--- src/rtl/core/bsfd_pkg.sv ---
// Shared types and constants for the byte-stuffing frame decoder.
package bsfd_pkg;

  localparam int MAX_PAYLOAD = 64;
  localparam int CNT_W       = $clog2(MAX_PAYLOAD + 1);
  localparam int BYTE_W      = 8;
  localparam int LEN_W       = 7;
  localparam int KIND_W      = 2;
  localparam int ERR_W       = 2;
  localparam int OUT_DATA_W  = 24;  // data_byte + error_code + frame_length, byte padded
  localparam int CFG_IDX_W   = 2;

  typedef enum logic [1:0] {
    MODE_HUNT    = 2'd0,
    MODE_FRAME   = 2'd1,
    MODE_DISCARD = 2'd2
  } mode_t;

  typedef enum logic [KIND_W-1:0] {
    KIND_DATA  = 2'd0,
    KIND_END   = 2'd1,
    KIND_ERROR = 2'd2
  } kind_t;

  typedef enum logic [ERR_W-1:0] {
    ERR_NO_START       = 2'd0,
    ERR_START_IN_FRAME = 2'd1,
    ERR_EMPTY          = 2'd2,
    ERR_TOO_LONG       = 2'd3
  } err_t;

  typedef enum logic [CFG_IDX_W-1:0] {
    REG_START = 2'd0,
    REG_SHIFT = 2'd1,
    REG_STOP  = 2'd2
  } cfg_reg_t;

  localparam logic [BYTE_W-1:0] START_RST = 8'd240;
  localparam logic [BYTE_W-1:0] SHIFT_RST = 8'd241;
  localparam logic [BYTE_W-1:0] STOP_RST  = 8'd242;

  typedef struct packed {
    logic [BYTE_W-1:0] start_code;
    logic [BYTE_W-1:0] shift_code;
    logic [BYTE_W-1:0] stop_code;
  } codes_t;

  typedef struct packed {
    logic              vld;
    kind_t             kind;
    logic [BYTE_W-1:0] data_byte;
    err_t              error_code;
    logic [LEN_W-1:0]  frame_length;
  } result_t;

endpackage

--- src/rtl/core/bsfd_cfg_regs.sv ---
// Configuration register file holding the start, shift and stop codes.
module bsfd_cfg_regs (
  input  logic                           clk,
  input  logic                           rst_n,
  input  logic                           cfg_valid,
  output logic                           cfg_ready,
  input  logic [bsfd_pkg::CFG_IDX_W-1:0] cfg_index,
  input  logic [bsfd_pkg::BYTE_W-1:0]    cfg_data,
  output bsfd_pkg::codes_t               codes
);
  import bsfd_pkg::*;

  codes_t codes_r;
  codes_t codes_nxt;

  assign cfg_ready = 1'b1;
  assign codes     = codes_r;

  always_comb begin
    codes_nxt = codes_r;
    if (cfg_valid) begin
      case (cfg_reg_t'(cfg_index))
        REG_START: codes_nxt.start_code = cfg_data;
        REG_SHIFT: codes_nxt.shift_code = cfg_data;
        REG_STOP:  codes_nxt.stop_code  = cfg_data;
        default:   codes_nxt = codes_r;
      endcase
    end
  end

  always_ff @(posedge clk) begin
    if (!rst_n) begin
      codes_r.start_code <= START_RST;
      codes_r.shift_code <= SHIFT_RST;
      codes_r.stop_code  <= STOP_RST;
    end else begin
      codes_r <= codes_nxt;
    end
  end

endmodule

--- src/rtl/core/bsfd_parser.sv ---
// Per-byte deframing state machine: mode, escape flag and payload count.
module bsfd_parser (
  input  logic                        clk,
  input  logic                        rst_n,
  input  logic                        byte_vld,
  input  logic [bsfd_pkg::BYTE_W-1:0] rx_byte,
  input  bsfd_pkg::codes_t            codes,
  output bsfd_pkg::result_t           res
);
  import bsfd_pkg::*;

  mode_t            mode_r, mode_nxt;
  logic             esc_r, esc_nxt;
  logic [CNT_W-1:0] cnt_r, cnt_nxt;

  logic is_shift, is_start, is_stop, at_max;

  assign is_shift = (rx_byte == codes.shift_code);
  assign is_start = (rx_byte == codes.start_code);
  assign is_stop  = (rx_byte == codes.stop_code);
  assign at_max   = (cnt_r >= CNT_W'(MAX_PAYLOAD));

  // next state
  always_comb begin
    mode_nxt = mode_r;
    esc_nxt  = esc_r;
    cnt_nxt  = cnt_r;
    if (byte_vld) begin
      case (mode_r)
        MODE_FRAME: begin
          if (is_shift) begin
            esc_nxt = 1'b1;
          end else if (is_start) begin
            mode_nxt = MODE_DISCARD;
          end else if (is_stop || at_max) begin
            mode_nxt = MODE_HUNT;
          end else begin
            esc_nxt = 1'b0;
            cnt_nxt = cnt_r + CNT_W'(1);
          end
        end
        MODE_DISCARD: begin
          if (is_stop) mode_nxt = MODE_HUNT;
        end
        default: begin
          if (is_start) begin
            mode_nxt = MODE_FRAME;
            cnt_nxt  = '0;
            esc_nxt  = 1'b0;
          end else begin
            mode_nxt = is_stop ? MODE_HUNT : MODE_DISCARD;
          end
        end
      endcase
    end
  end

  // result for this byte
  always_comb begin
    res              = '0;
    res.kind         = KIND_DATA;
    res.error_code   = ERR_NO_START;
    if (byte_vld) begin
      case (mode_r)
        MODE_FRAME: begin
          if (is_shift) begin
            res.vld = 1'b0;
          end else if (is_start) begin
            res.vld        = 1'b1;
            res.kind       = KIND_ERROR;
            res.error_code = ERR_START_IN_FRAME;
          end else if (is_stop) begin
            res.vld = 1'b1;
            if (cnt_r == '0) begin
              res.kind       = KIND_ERROR;
              res.error_code = ERR_EMPTY;
            end else begin
              res.kind         = KIND_END;
              res.frame_length = LEN_W'(cnt_r);
            end
          end else if (at_max) begin
            res.vld        = 1'b1;
            res.kind       = KIND_ERROR;
            res.error_code = ERR_TOO_LONG;
          end else begin
            res.vld       = 1'b1;
            res.data_byte = esc_r ? (rx_byte + codes.start_code) : rx_byte;
          end
        end
        MODE_DISCARD: res.vld = 1'b0;
        default: begin
          if (!is_start) begin
            res.vld  = 1'b1;
            res.kind = KIND_ERROR;
          end
        end
      endcase
    end
  end

  always_ff @(posedge clk) begin
    if (!rst_n) begin
      mode_r <= MODE_HUNT;
      esc_r  <= 1'b0;
      cnt_r  <= '0;
    end else begin
      mode_r <= mode_nxt;
      esc_r  <= esc_nxt;
      cnt_r  <= cnt_nxt;
    end
  end

endmodule

--- src/rtl/core/bsfd_out_buf.sv ---
// Two-entry result register with skid slot, decoupling input from output stalls.
module bsfd_out_buf (
  input  logic              clk,
  input  logic              rst_n,
  input  logic              push,
  input  bsfd_pkg::result_t push_res,
  output logic              space,
  output logic              out_vld,
  input  logic              out_rdy,
  output bsfd_pkg::result_t out_res
);
  import bsfd_pkg::*;

  result_t    ent_r [2];
  logic       wptr_r, wptr_nxt;
  logic       rptr_r, rptr_nxt;
  logic [1:0] cnt_r, cnt_nxt;
  logic       pop;

  assign space   = (cnt_r != 2'd2);
  assign out_vld = (cnt_r != 2'd0);
  assign out_res = ent_r[rptr_r];
  assign pop     = out_vld && out_rdy;

  always_comb begin
    wptr_nxt = push ? ~wptr_r : wptr_r;
    rptr_nxt = pop  ? ~rptr_r : rptr_r;
    cnt_nxt  = cnt_r + {1'b0, push} - {1'b0, pop};
  end

  always_ff @(posedge clk) begin
    if (push) ent_r[wptr_r] <= push_res;
  end

  always_ff @(posedge clk) begin
    if (!rst_n) begin
      wptr_r <= 1'b0;
      rptr_r <= 1'b0;
      cnt_r  <= 2'd0;
    end else begin
      wptr_r <= wptr_nxt;
      rptr_r <= rptr_nxt;
      cnt_r  <= cnt_nxt;
    end
  end

endmodule

--- src/rtl/core/byte_stuffing_frame_decoder.sv ---
// Top level of the byte-stuffing frame decoder.
//
//  channel  | handshake              | payload
//  ---------+------------------------+------------------------------------------
//  in_      | in_tvalid / in_tready  | in_tdata[7:0] rx_byte
//  out_     | out_tvalid / out_tready| out_tdata data_byte, error_code, frame_length
//           |                        | out_tuser out_kind
//  cfg_     | cfg_valid / cfg_ready  | cfg_index, cfg_data
//
// One byte per cycle while in_tready is high. Each accepted byte is decoded in the
// same cycle it is taken and its result (if any) is registered in a two-entry
// output buffer that drives out_. in_tready drops only when both buffer entries
// are full. Reset (synchronous, rst_n low) returns to hunting with default codes.
module byte_stuffing_frame_decoder (
  input  logic                                clk,
  input  logic                                rst_n,
  input  logic                                in_tvalid,
  output logic                                in_tready,
  input  logic [bsfd_pkg::BYTE_W-1:0]         in_tdata,   // [7:0] rx_byte
  output logic                                out_tvalid,
  input  logic                                out_tready,
  output logic [bsfd_pkg::OUT_DATA_W-1:0]     out_tdata,  // [7:0] data_byte, [9:8] error_code,
                                                          // [16:10] frame_length, [23:17] zero
  output logic [bsfd_pkg::KIND_W-1:0]         out_tuser,  // [1:0] out_kind
  input  logic                                cfg_valid,
  output logic                                cfg_ready,
  input  logic [bsfd_pkg::CFG_IDX_W-1:0]      cfg_index,
  input  logic [bsfd_pkg::BYTE_W-1:0]         cfg_data
);
  import bsfd_pkg::*;

  codes_t  codes;
  result_t res;
  result_t head;
  logic    space;
  logic    in_xfer;

  assign in_tready = space;
  assign in_xfer   = in_tvalid && space;

  bsfd_cfg_regs u_cfg (
    .clk       (clk),
    .rst_n     (rst_n),
    .cfg_valid (cfg_valid),
    .cfg_ready (cfg_ready),
    .cfg_index (cfg_index),
    .cfg_data  (cfg_data),
    .codes     (codes)
  );

  bsfd_parser u_parser (
    .clk      (clk),
    .rst_n    (rst_n),
    .byte_vld (in_xfer),
    .rx_byte  (in_tdata),
    .codes    (codes),
    .res      (res)
  );

  bsfd_out_buf u_obuf (
    .clk      (clk),
    .rst_n    (rst_n),
    .push     (res.vld),
    .push_res (res),
    .space    (space),
    .out_vld  (out_tvalid),
    .out_rdy  (out_tready),
    .out_res  (head)
  );

  assign out_tdata = {{(OUT_DATA_W - BYTE_W - ERR_W - LEN_W){1'b0}},
                      head.frame_length, head.error_code, head.data_byte};
  assign out_tuser = head.kind;

endmodule

--- config.mk ---
export PLATFORM = sky130hd
export DESIGN_NAME = byte_stuffing_frame_decoder
export DESIGN_NICKNAME = d
export VERILOG_FILES = /design/src/rtl/core/bsfd_pkg.sv /design/src/rtl/core/bsfd_cfg_regs.sv /design/src/rtl/core/bsfd_parser.sv /design/src/rtl/core/bsfd_out_buf.sv /design/src/rtl/core/byte_stuffing_frame_decoder.sv
export SDC_FILE = /design/constraint.sdc
export NUM_CORES = 1
export LEC_CHECK = 0
export ABC_AREA = 1
export BUFFER_PORTS_ARGS = -buffer_cell sky130_fd_sc_hd__buf_4
export CORE_ASPECT_RATIO = 0.6
export CORE_MARGIN = 5
export CORE_UTILIZATION = 52
export DETAILED_ROUTE_END_ITERATION = 10
export GPL_ROUTABILITY_DRIVEN = 0
export GPL_TIMING_DRIVEN = 1
export HOLD_SLACK_MARGIN = 0.03
export PLACE_DENSITY = 0.83
export SLEW_MARGIN = 20
export SYNTH_ARGS = -nofsm -noshare
export SYNTH_HDL_FRONTEND = slang
export SYNTH_SLANG_ARGS = --single-unit
--- constraint.sdc ---
create_clock -name clk -period 3.1 [get_ports clk]
set_input_delay 0.155 -clock clk [delete_from_list [all_inputs] [get_ports clk]]
set_output_delay 0.155 -clock clk [all_outputs]
set_load 0.005 [all_outputs]
[Yosys cells after proc, flatten, opt, wreduce, memory -nomap -nowiden]
Memory sizes are Yosys's and may differ from the RTL's. A register that Yosys moved wholly into a read port is not among the register bits.
Cells that the tools add are included.
Operators by class
  add/subtract/negate cells: 4
  reduce and logical (&&, ||, !) cells: 13
  muxes and demuxes: 43
  bitwise gates (word level): 3
  equality and inequality tests: 15
  $lt $le $gt $ge: 1
  div/mod/pow operators: 0
  shifts and indexed selects: 0
  multipliers: 0
Operators by type and width (number)
  $mux 7: 7
  $mux 8: 4
  $mux 2: 13
  $eq 8x8->1: 3
  $mux 20: 1
  $mux 19: 1
  $mux 17: 1
  $pmux 7 s2: 1
  $mux 1: 9
  $add 8x8->8: 1
  $ne 2x2->1 const B: 4
  $pmux 2 s2: 2
  $add 7x1->7 const B: 1
  $ge 7x7->1 const B: 1
  $logic_not 7->1: 1
  $mux 3: 2
  $ne 3x2->1 const B: 2
  $reduce_and 2->1: 3
  $reduce_and 6->1: 1
  $reduce_and 5->1: 1
  $eq 2x1->1 const B: 2
  $eq 2x2->1 const B: 2
  $pmux 1 s2: 2
  $reduce_and 4->1: 1
  9 further kinds: 13
Storage, ports and cells
  bits in read-only memories: 0
  RAM bits: 40
  bits in latches: 0
  register bits after elaboration: 38
  memories kept: 1
  bits of input ports: 23
  logic and storage cells: 89
Memories
  u_obuf.ent_r: words 2, width 20, read ports 1, clocked after Yosys merged registers in 1, wr ports 1, line bsfd_out_buf.sv:14  | result_t ent_r [2];

[Depth between registers and ports, before layout]
  word-level depth: 10
  gate-level depth with buffers: 14

[Modules after synthesis]
A second synthesis with hierarchy kept.
Unflattened totals
  cell total of the unflattened synthesis: 521
  area total of the unflattened synthesis: 4448.0 sq um
By module, submodules not included
  bsfd_out_buf: instances 1, area each 1761.7 sq um, cells each 98
  bsfd_parser: instances 1, area each 1545.2 sq um, cells each 279
  bsfd_cfg_regs: instances 1, area each 1077.3 sq um, cells each 134
  byte_stuffing_frame_decoder: instances 1, area each 63.8 sq um, cells each 10

[Least setup slack after synthesis]
No wires, ideal clock.
  kind: register to register
  start: reg u_cfg.codes_r (netlist bit u_cfg.codes[19])
  end: mem u_obuf.ent_r[1][0] in the netlist's numbering, enable pin
  data arrival time: 2.018 ns
  path slack: 0.688 ns
  path buffers: 0
  stages on the path, launching flop included: 10
  library setup time: 0.395 ns
  cells stage by stage: dfxtp_1 -> ha_1 -> nor2_1 -> nand2_1 -> nor2_1 -> nand2_2 -> inv_2 -> nand2_1 -> nand3_1 -> nor2_1
Between the ends
  word-level cells in the longest chain between the ends: 6
Ends and longest elaborated chain
  start: declaration: line bsfd_cfg_regs.sv:13  | codes_t codes_r;
  start signal: assignment: line bsfd_cfg_regs.sv:37  | codes_r <= codes_nxt;
  $eq 8x8->1: line bsfd_parser.sv:19  | assign is_start = (rx_byte == codes.start_code);
  $mux 3: line bsfd_parser.sv:92  | if (!is_start) begin
  $pmux 1 s2: line bsfd_parser.sv:64  | case (mode_r)
  $mux 20: line bsfd_parser.sv:63  | if (byte_vld) begin
  $mux 1: line bsfd_out_buf.sv:32  | if (push) ent_r[wptr_r] <= push_res;
  $mux 1 (implied by the code): line bsfd_out_buf.sv:32
  end: declaration: line bsfd_out_buf.sv:14
Every way passes these cells.

[Worst setup path after layout]
  start: reg u_cfg.codes_r (netlist bit u_cfg.codes[19])
  end: reg u_obuf.cnt_r[1]
Between the ends
  word-level cells in the longest chain between the ends: 6
Ends and longest elaborated chain
  $eq 8x8->1: line bsfd_parser.sv:19
  $mux 3: line bsfd_parser.sv:92
  $pmux 1 s2: line bsfd_parser.sv:64
  $mux 20: line bsfd_parser.sv:63
  $add 2x1->2: line bsfd_out_buf.sv:28  | cnt_nxt = cnt_r + {1'b0, push} - {1'b0, pop};
  $sub 2x1->2: line bsfd_out_buf.sv:28
  end signal: assignment: line bsfd_out_buf.sv:43  | cnt_r <= cnt_nxt;
  end: declaration: line bsfd_out_buf.sv:17  | logic [1:0] cnt_r, cnt_nxt;
Every way passes these cells.
A chain may end at the register's enable or synchronous reset.

==> results by group <==
Global route
  • Pin count of the biggest net entering global routing: 33
  • Gr usage total: 0.193
  • GRT overflow: 0
  • First-pass GRT wire length: 14.1 mm
  • Vias in the first global route: 2,838
  • Initial antenna violation count: 0

STA
  • Setup tns final: 0 ps
  • Worst slew margin: 0.445
  • Tightest Pin Transition: 831 ps
  • Post-route clock skew: 7.65 ps
  • Tcrit/Tclk final: 0.800
  • Final Max Slew Viols: 0
  • Achievable Freq: 0.403 GHz
  • Minimum clock period: 2480 ps
  • Final worst slack: 619 ps
  • Final setup fails: 0
  • RSZ-0062 raised after global routing: no
  • Final hold violations: 0

Clock network
  • Num CTS Buffers: 9
  • CTS tree: built
  • CTS max path bufs: 2
  • H-tree depth: 3
  • Clk_lat worst skew: 340 ps
  • # Post-CTS Setup Buffers: 0
  • Post-CTS sizing: 0
  • CTS Hold Bufs: 0
  • CTS Sinks: 77
  • Clock slew at reported path FFs: 60 ps
  • Root buf cell: clkbuf_16

Routing
  • Vias/cell: 5.23
  • Routed WL per cell: 14.5 um
  • Final WL: 8.68 mm
  • DRT antenna net count: 0
  • Drt pass-1 iters: 5
  • Vias post-DR: 3,126
  • Starting DRT DRC Count: 288
  • DR DRC count: 0

Synth
  • Flops & latches, synth: 77
  • Ys flop type: dfxtp_1
  • Number of synthesized flops with an enable pin: 38
  • Mapped cell area: 3910 um2
  • Async SR Flop Fraction: 0
  • Synth cell types: 37
  • Post-Syn Area per Cell: 8.85 um2
  • Cells after Synth: 442
  • Sequential area share after synthesis: 0.491
  • Yosys Warn Count: 0

Cells and area
  • Most frequent cells in the layout: nand2_1 (89), nor2_1 (52), inv_1 (48)
  • Layout Nets: 526
  • Area growth, synth to finish: 17.8%
  • Design Area, Final: 4610 um2
  • Ant. Diodes: 0
  • Layout cells sized above 1: 0.198
  • Fillers: 623
  • Commonest non-fill, non-tap cell in the layout: nand2_1

Worst setup path
  • Setup crit end kind: flip-flop
  • WS Path Type: reg2reg
  • Startpoint types: flip-flop
  • WP data required: 3370 ps
  • CP max FO: 6
  • Worst Path Arrival: 2750 ps

Placement
  • HPWL Detailed: 6.40 mm
  • Port Buf Inserts: 43
  • Dpl ws: 661 ps
  • Placed inst area: 4320 um2

Pwr
  • Peak VDD IR: 0.341 mV
  • Leakage: 0.00195 uW
  • Power per cell area: 687 nW/um2
  • Tot Pwr: 3170 uW

Floorplanning
  • Placeable Area: 7300 um2
  • Row count: 24
  • Starting Density: 0.536
  • Width of the die: 122 um
  • I/O pin count: 52
  • Die H: 77.2 um
  • Die ar.: 9420 um2

Outcome
  • Outcome: finished, final reports clean

Run
  • Max_cap viols: 0

Worst hold path
  • Worst hold path class: in2reg
logic make-up (layout without fill, tap and decap cells):
logic type / count (synthesis) / in the layout / synth area share
AOI/OAI and AO/OA: 63 / 63 / 0.0975
xor gates and xnor gates: 13 / 13 / 0.0291
adders and majority gates: 14 / 14 / 0.0467
buffers and inverters: 67 / 113 / 0.0726
DFF: 77 / 77 / 0.491
muxes: 19 / 19 / 0.0547
other: 2 / 8 / 0.00192
and+or+nand+nor: 187 / 187 / 0.207
cell type report:
| type | instances | area (um2) | area share |
|---|---|---|---|
| Clock buffer | 10 | 229 | 0.0497 |
| Clock inverter | 6 | 63.8 | 0.0138 |
| Inverter | 52 | 196 | 0.0426 |
| Multi-Input combinational cell | 304 | 1730 | 0.375 |
| Sequential cell | 77 | 1920 | 0.417 |
| Tap cell | 104 | 130 | 0.0282 |
| Timing Repair Buffer | 45 | 338 | 0.0733 |
state kept, by name (all words and copies together) (netlist names), named ones only:
signal	flops
u_cfg.codes	24
u_obuf.cnt_r	2
u_obuf.ent_r	38
u_obuf.rptr_r	1
u_obuf.wptr_r	1
u_parser.cnt_r	7
u_parser.esc_r	1
u_parser.mode_r	2
through the flow:
stage	instances	hold WS [ps]	util
global route	598	42.5	0.632
CTS	598	37.6	0.632
floorplan	448	268	-
detailed placement	582	390	0.592
global placement	582	376	0.592
finish	598	45.6	0.632
worst max-delay path, stage by stage, from the launching register on:
cell and delay [ps]:
dfxtp_1 310, ha_1 350, nor2_1 130, nand2_1 50, nor2_1 130, nand2_2 130, inv_2 140, nand2_1 110
nand3_1 200, ha_1 260, inv_1 50, ha_1 150, xor2_1 180, o21ai_0 100, a21oi_1 120
worst paths after layout:
kind | start | endpoint | slack, ps | cells past startpoint
hold reg to reg | u_obuf.rptr_r | u_obuf.rptr_r | 450 | 1
hold / removal | cfg_data[7] | u_cfg.codes[23] | 50 | 3
setup / recovery | u_cfg.codes[19] | u_obuf.cnt_r[1] | 620 | 14
setup reg to reg | u_cfg.codes[19] | u_obuf.cnt_r[1] | 620 | 14
power by group:
| part | leakage (uW) | internal (uW) | switching (uW) |
|---|---|---|---|
| registers | 0.000682 | 1260 | 80.4 |
| logic | 0.00113 | 377 | 428 |
| clock network | 0.000140 | 621 | 396 |
| total | 0.00195 | 2260 | 905 |
cells in the mapped netlist, types with 3 or more instances:
master | count | area, um2
mux2_2 | 19 | 214
edfxtp_1 | 38 | 1140
buf_4 | 8 | 60.1
xnor2_1 | 8 | 70.1
nor3_1 | 4 | 20.0
clkbuf_1 | 6 | 22.5
nand2_2 | 4 | 25.0
o211ai_1 | 6 | 45.0
a211oi_2 | 4 | 50.1
nand3_1 | 24 | 120
nor2_1 | 52 | 195
nand4_1 | 6 | 37.5
o21ai_0 | 20 | 100
dfxtp_1 | 39 | 781
nand2_1 | 89 | 334
ha_1 | 13 | 163
xor2_1 | 5 | 43.8
a21oi_1 | 24 | 120
inv_1 | 48 | 180
or2_2 | 3 | 18.8
routing by layer:
metal | part of all wire | vias to the layer above | wire length, um | global-route usage
met5 | 0 | - | 0 | 0
met4 | 0.011 | 0 | 97 | 0.0548
met3 | 0.10 | 9 | 887 | 0.0574
met2 | 0.40 | 164 | 3490 | 0.260
met1 | 0.48 | 1412 | 4210 | 0.297
li1 | - | 1541 | - | -
Power figures use the tool's default switching activity.
